<file path="src/rtl/pbc_pkg.sv">
// ----------------------------------------------------------------------------
// pbc_pkg
// Shared types, constants and the CRC32C byte step for the page blob checker.
// ----------------------------------------------------------------------------
`timescale 1ns / 1ps

package pbc_pkg;

  localparam int unsigned HEADER_BYTES = 13;
  localparam int unsigned CNT_W        = 33;
  localparam int unsigned PAGE_W       = 21;
  localparam int unsigned CFG_W        = 21;
  localparam int unsigned CFG_IDX_W    = 2;

  localparam logic [31:0] CRC_POLY = 32'h82F6_3B78;
  localparam logic [31:0] CRC_INIT = 32'hFFFF_FFFF;
  localparam logic [CNT_W-1:0] COUNT_MAX = {CNT_W{1'b1}};

  // header byte offsets
  localparam logic [CNT_W-1:0] OFS_ALGO   = CNT_W'(0);
  localparam logic [CNT_W-1:0] OFS_RAW    = CNT_W'(1);
  localparam logic [CNT_W-1:0] OFS_STORED = CNT_W'(5);
  localparam logic [CNT_W-1:0] OFS_CRC    = CNT_W'(9);
  localparam logic [CNT_W-1:0] OFS_BODY   = CNT_W'(HEADER_BYTES);

  // register indexes
  localparam logic [CFG_IDX_W-1:0] CFG_PAGE_SIZE    = 2'd0;
  localparam logic [CFG_IDX_W-1:0] CFG_CODE_UNCOMP  = 2'd1;
  localparam logic [CFG_IDX_W-1:0] CFG_CODE_LZ4     = 2'd2;

  // status codes
  localparam logic [2:0] ST_OK          = 3'd0;
  localparam logic [2:0] ST_SHORT       = 3'd1;
  localparam logic [2:0] ST_RAW_MISMATCH = 3'd2;
  localparam logic [2:0] ST_OVERRUN     = 3'd3;
  localparam logic [2:0] ST_CRC         = 3'd4;
  localparam logic [2:0] ST_RAW_SIZE    = 3'd5;
  localparam logic [2:0] ST_LZ4         = 3'd6;
  localparam logic [2:0] ST_UNKNOWN     = 3'd7;

  typedef struct packed {
    logic [7:0] data_byte;
    logic       last_byte;
  } in_item_t;

  typedef struct packed {
    logic [7:0]       payload_byte;
    logic             payload_valid;
    logic             done_res;
    logic [2:0]       status;
    logic [7:0]       algo_seen;
    logic [31:0]      raw_length;
    logic [CNT_W-1:0] logical_length;
  } out_item_t;

  // settings held in the configuration registers
  typedef struct packed {
    logic [PAGE_W-1:0] page_size;
    logic [7:0]        code_uncomp;
    logic [7:0]        code_lz4;
  } cfg_t;

  // blob context after folding in the current byte
  typedef struct packed {
    logic [CNT_W-1:0] count;
    logic [7:0]       algo;
    logic [31:0]      raw_len;
    logic [31:0]      region_len;
    logic [31:0]      exp_crc;
    logic [31:0]      crc;
    logic             in_body;
  } blob_ctx_t;

  // reflected CRC32C, one byte
  function automatic logic [31:0] crc_byte(input logic [31:0] crc_in, input logic [7:0] b);
    logic [31:0] c;
    c = crc_in ^ {24'd0, b};
    for (int k = 0; k < 8; k++) begin
      c = c[0] ? ((c >> 1) ^ CRC_POLY) : (c >> 1);
    end
    return c;
  endfunction

endpackage

</file>
<file path="src/rtl/pbc_frame.sv">
// ----------------------------------------------------------------------------
// pbc_frame
// Byte counter, header capture and running CRC over the stored region.
// ----------------------------------------------------------------------------
`timescale 1ns / 1ps

module pbc_frame import pbc_pkg::*; (
  input  logic      clk,
  input  logic      rst_n,
  input  logic      accept,
  input  in_item_t  item,
  output blob_ctx_t ctx
);

  logic [CNT_W-1:0] count_r;
  logic [7:0]       algo_r;
  logic [31:0]      raw_len_r;
  logic [31:0]      region_len_r;
  logic [31:0]      exp_crc_r;
  logic [31:0]      crc_r;

  logic [1:0]       lane;
  logic [31:0]      lane_mask;
  logic [31:0]      lane_data;
  logic [CNT_W-1:0] body_ofs;

  always_comb begin
    // header words start at offsets 1, 5 and 9: lane is (pos - 1) mod 4
    lane      = count_r[1:0] - 2'd1;
    lane_mask = 32'hFF << {lane, 3'b000};
    lane_data = {24'd0, item.data_byte} << {lane, 3'b000};
    body_ofs  = count_r - OFS_BODY;

    ctx.count      = (count_r == COUNT_MAX) ? count_r : count_r + CNT_W'(1);
    ctx.algo       = algo_r;
    ctx.raw_len    = raw_len_r;
    ctx.region_len = region_len_r;
    ctx.exp_crc    = exp_crc_r;
    ctx.crc        = crc_r;
    ctx.in_body    = 1'b0;

    if (count_r == OFS_ALGO) begin
      ctx.algo = item.data_byte;
    end else if (count_r < OFS_STORED) begin
      ctx.raw_len = (raw_len_r & ~lane_mask) | lane_data;
    end else if (count_r < OFS_CRC) begin
      ctx.region_len = (region_len_r & ~lane_mask) | lane_data;
    end else if (count_r < OFS_BODY) begin
      ctx.exp_crc = (exp_crc_r & ~lane_mask) | lane_data;
    end else if (body_ofs < {1'b0, region_len_r}) begin
      ctx.in_body = 1'b1;
      ctx.crc     = crc_byte(crc_r, item.data_byte);
    end
  end

  always_ff @(posedge clk) begin
    if (!rst_n) begin
      count_r      <= '0;
      algo_r       <= '0;
      raw_len_r    <= '0;
      region_len_r <= '0;
      exp_crc_r    <= '0;
      crc_r        <= CRC_INIT;
    end else if (accept) begin
      if (item.last_byte) begin
        count_r      <= '0;
        algo_r       <= '0;
        raw_len_r    <= '0;
        region_len_r <= '0;
        exp_crc_r    <= '0;
        crc_r        <= CRC_INIT;
      end else begin
        count_r      <= ctx.count;
        algo_r       <= ctx.algo;
        raw_len_r    <= ctx.raw_len;
        region_len_r <= ctx.region_len;
        exp_crc_r    <= ctx.exp_crc;
        crc_r        <= ctx.crc;
      end
    end
  end

endmodule

</file>
<file path="config.mk">
export PLATFORM = sky130hd
export DESIGN_NAME = pbc_frame
export DESIGN_NICKNAME = d
export VERILOG_FILES = /design/src/rtl/pbc_pkg.sv /design/src/rtl/pbc_frame.sv
export SDC_FILE = /design/constraint.sdc
export NUM_CORES = 1
export LEC_CHECK = 0
export BUFFER_PORTS_ARGS = -buffer_cell sky130_fd_sc_hd__buf_2
export CORE_UTILIZATION = 50
export DETAILED_ROUTE_END_ITERATION = 7
export PLACE_DENSITY = 0.77
export RECOVER_POWER = 100
export SYNTH_ARGS = -nofsm -noshare
export SYNTH_HDL_FRONTEND = slang
export SYNTH_SLANG_ARGS = --single-unit
export TNS_END_PERCENT = 1
</file>
<file path="constraint.sdc">
create_clock -name clk -period 5 [get_ports clk]
set_input_delay 0 -clock clk [delete_from_list [all_inputs] [get_ports clk]]
set_output_delay 0 -clock clk [all_outputs]
set_load 0.05 [all_outputs]
</file>
=== After elaboration in Yosys (flattened, before gate mapping) ===
Index checks and enable logic that the tools add are counted.

* Register bits: 169
* Output and inout port bits: 170
* Word-level logic and storage cells: 57

* $add $sub $neg: 3
* Order comparisons: 4
* Eq/ne operators: 1
* Shifts and indexed selects: 2
* Multiplexer cells: 24
* Bitwise operators: 16
* Reductions and logical operators: 1

{| class="wikitable"
|+ Operators by type and width
! operator !! number
|-
| $mux W32 || 15
|-
| $not A16 Y17 || 8
|-
| $mux W33 || 4
|-
| $mux W129 || 1
|-
| $mux W97 || 1
|-
| $and A32 B32 Y32 || 3
|-
| $or A32 B32 Y32 || 3
|-
| $lt A33 B4 Y1 const B || 2
|-
| $mux W65 || 1
|-
| $add A33 B1 Y33 const B || 1
|-
| $eq A33 B33 Y1 const B || 1
|-
| $logic_not A33 Y1 || 1
|-
| $lt A33 B3 Y1 const B || 1
|-
| $lt A33 B32 Y1 || 1
|-
| $sub A33 B4 Y33 const B || 1
|-
| $not A32 Y32 || 1
|-
| $shl A8 B5 Y32 || 1
|-
| $shl A8 B5 Y32 const A || 1
|-
| $xor A32 B8 Y32 || 1
|-
| $mux W8 || 2
|-
| $sub A2 B1 Y2 const B || 1
|}

=== Longest topological paths before layout ===
* Depth in word-level cells: 23
* Gate-level depth with buffers: 19
* Gate-level depth less buffers: 16

=== Worst setup path before layout ===
OpenSTA, ideal clock, no wires.

* Kind: flip-flop to output port
* From: reg count_r[5]
* To: out ctx[27] in the netlist's numbering
* Arrival: 4.727 ns
* Data required time: 5.000 ns
* Slack: 0.273 ns
* Cell stages (with the launch flop): 18
* Path through: dfxtp_1 > buf_2 > or4_1 > nor3_1 > nand3_1 > nor2_1 > nand2_1 > nor3_1 > xor2_1 > ha_1 > a21oi_1 > o21ai_0 > a2111oi_0 > a31oi_1 > or2_1 > buf_6 > buf_6 > o21ai_0

{| class="wikitable"
|+ RTL lines
! item !! RTL line !! source
|-
| from (decl) || pbc_frame.sv:15 || <nowiki>logic [CNT_W-1:0] count_r;</nowiki>
|-
| from (signal assigned) || pbc_frame.sv:73 || <nowiki>count_r <= ctx.count;</nowiki>
|-
| to (decl) || pbc_frame.sv:12 || <nowiki>output blob_ctx_t ctx</nowiki>
|}

==> results.cfg <==
[route]
post_drt_wl_per_cell_microns = 19.1
drc_errors = 0
wirelength_mm = 31.7
num_vias = 10100
dr.pass1.iters = 5
viasPerCell = 6.08
detail_route.iter0.violations = 781
ant_nets = 0

[clock_network]
cts_max_path_buffers = 2
cts_tree = done
clkTransAtPathRegs_ps = 70
holdBufCountCts = 0
clock_sinks = 169
cts_buffers = 17
cts_htree_levels = 4
clock-root-buffer = clkbuf_16
clock_latency_ps = 430
post-cts-setup-buffers = 0

[grt]
grt_pass1_vias = 9247
grt_max_degree = 62
track_usage_pct = 28.5
antenna_found_initial = 0
grt_pass1_wl_mm = 49.1
overflow = 0

[yosys]
synth_largest_area_cell = dfxtp_1
syn_nets = 1317
synth_simple_gate_area_share_pct = 15.1
synth_compound_area_share_pct = 25.3
syn_area_per_cell_sq_um = 8.30
synth-xor-area-share_pct = 11.7
synth_warnings = 0
synth-edff-count = 0
seq_area_frac_synth_pct = 32.1
yosysTopAreaCellShare_pct = 32.1
async_flop_share_pct = 0
synth_top_family_by_area = compound AO/OA/AOI/OAI gates
synth_top_flop_cell = dfxtp_1
syn-cell-area_sq_um = 10500
synth.mux.area_fraction_pct = 4.24
ys_ff_latch = 169
yosysUniqueCellTypes = 57
synthCells = 1269
synthTopCellsByArea = dfxtp_1 (32%), xnor2_1 (8.5%), nand2_1 (4.9%)
yosys.area_share.adder_pct = 4.28

[timing]
skew_ps = 9.54
post-route-period-util_pct = 96.5
worst_pin_slew_ps = 1250
setup_slack_ps = 173
setup_viol = 0
finalHoldViolations = 0
fmax_mhz = 207
slew_headroom_pct = 16.4
final.min_clock_period_ps = 4830
slew_violations = 0
setup_tns_ps = 0

[power_and_ir_drop]
leakagePower_nw = 4.23
p_per_area_nw_per_um2 = 256
vdd_ir_drop_max_mv = 0.170

[worst_setup_path]
crit_path_max_incr_delay_ps = 590
crit_required_ps = 5000
worstSetupPathType = flop to output port
crit_top_cell = or4_4
critPathTopFamily = simple AND/OR/NAND/NOR gates
r2r_start = count_r[13]
cp_num_buf_inv = 2
crit_arrival_ps = 4830
cp_slowest_cell = or4_4
cp-startpoint = count_r[13]
cp-end-kind = output port
worstPathMaxFanout = 61
crit_chain = or4_4 -> or4_4 -> nor3_1 -> nand2_1 -> xnor2_1 -> ha_1 -> a21oi_1 -> o21ai_1 -> a2111oi_2 -> a31oi_1 -> or2_2 -> buf_12 -> mux2_1 -> buf_2
critPathLaunchType = flop

[worst_hold_path]
hp-start = item[6]
hp-class = input port to flop

[finish]
nNetsFinal = 1429
syn_to_final_growth_pct = 12.5
fin_util_pct = 58.0
drive_gt1_share_pct = 9.27
antenna_cells = 0

[run_status]
status = completed

[placement]
post-place-ws_ps = 346
dp_hpwl_mm = 22.1
place_congestion = 0.971
io_buffers = 181

[floorplanning]
rows = 52
fp.dieH_microns = 147
die_w_microns = 147
initial_core_util_pct = 51.5
coreArea_sq_um = 20400
fp.dieArea_sq_um = 21600
io_pins = 182

[job]
max_cap_viol_count = 0
where the power goes:
group / internal, W / total [W] / switching, W
sequential: 0.00135 / 0.00135 / 0.00000242
combinational: 0.000137 / 0.000441 / 0.000304
clock: 0.000704 / 0.00124 / 0.000539
total: 0.00219 / 0.00304 / 0.000846
layer usage:
layer,up-vias,track usage [%],share of wire [%]
li1,4750,-,-
met1,4833,37.8,43
met2,455,44.5,46
met3,75,6.89,8.3
met4,0,11.1,3.0
met5,-,0,0
cells by family after synthesis:
logic type | count (synthesis)
AO/OA/AOI/OAI | 363
AND/OR/NAND/NOR | 338
buffers and inverters | 182
flip-flops | 169
XOR/XNOR | 141
multiplexers | 40
adder cells (fa/ha/maj) | 36
path summary, 6_finish.rpt:
path	end	slack, ps	cells past startpoint
setup / recovery	ctx[10]	170	14
hold / removal	raw_len_r[5]	50	3
setup reg to reg	crc_r[8]	320	14
hold reg to reg	exp_crc_r[6]	460	2
flip-flops by register name, indices dropped and copies added (netlist names):
name / cells
crc_r: 32
region_len_r: 32
exp_crc_r: 32
raw_len_r: 32
count_r: 33
algo_r: 8
worst register-to-register path: cells and delay by family, from the launching register on:
family | cells | cell delay (ps)
AO/OA/AOI/OAI | 6 | 1350
buffers and inverters | 2 | 790
flip-flops | 1 | 410
XOR/XNOR | 1 | 160
AND/OR/NAND/NOR | 4 | 1580
adder cells (fa/ha/maj) | 1 | 330
synthesized netlist by cell type (25+ instances only):
library cell	number
mux2_2	30
dfxtp_1	169
clkbuf_1	88
o32a_1	28
ha_1	36
o21ai_0	96
xor2_1	39
a32o_1	33
a22o_1	41
o2bb2ai_1	40
nor2_1	71
xnor2_1	102
a21oi_1	48
inv_1	72
nand3_1	25
nand2_1	137
placed cells by master, fill, tap and decap left out, types with 28 or more instances in the layout:
cell / Yosys / routed
dfxtp_1: 169 / 169
clkbuf_1: 88 / 149
nand2_1: 137 / 136
xnor2_1: 102 / 102
o21ai_0: 96 / 95
inv_1: 72 / 72
nor2_1: 71 / 69
a21oi_1: 48 / 48
a22o_1: 41 / 41
o2bb2ai_1: 40 / 40
xor2_1: 39 / 39
ha_1: 36 / 36
a32o_1: 33 / 33
o32a_1: 28 / 28
per-stage QoR:
step                      cell area, sq um  cells  hold slack (ps)  total power, W
after CTS                            12000   1662             33.0         0.00304
after detailed placement             11500   1632              444         0.00182
final                                11800   1662             53.6         0.00304
after global routing                 11800   1662             53.7         0.00313
after global placement               11500   1632              434         0.00182
after floorplan                      10500   1269              246         0.00172
repair_timing:
| item | CTS | global route |
|---|---|---|
| endpoints found under the setup margin | 32 | 33 |
| gates resized for setup | 5 | 9 |
| cloned | 0 | 0 |
layout make-up:
class / instances / area [sq um]
Clock buffer: 22 / 464
Clock inverter: 8 / 73.8
Fill cell: 1871 / 8590
Inverter: 74 / 278
Multi-Input combinational cell: 918 / 6440
Sequential cell: 169 / 3380
Tap cell: 270 / 338
Timing Repair Buffer: 201 / 861
Power figures use the tool's default switching activity.
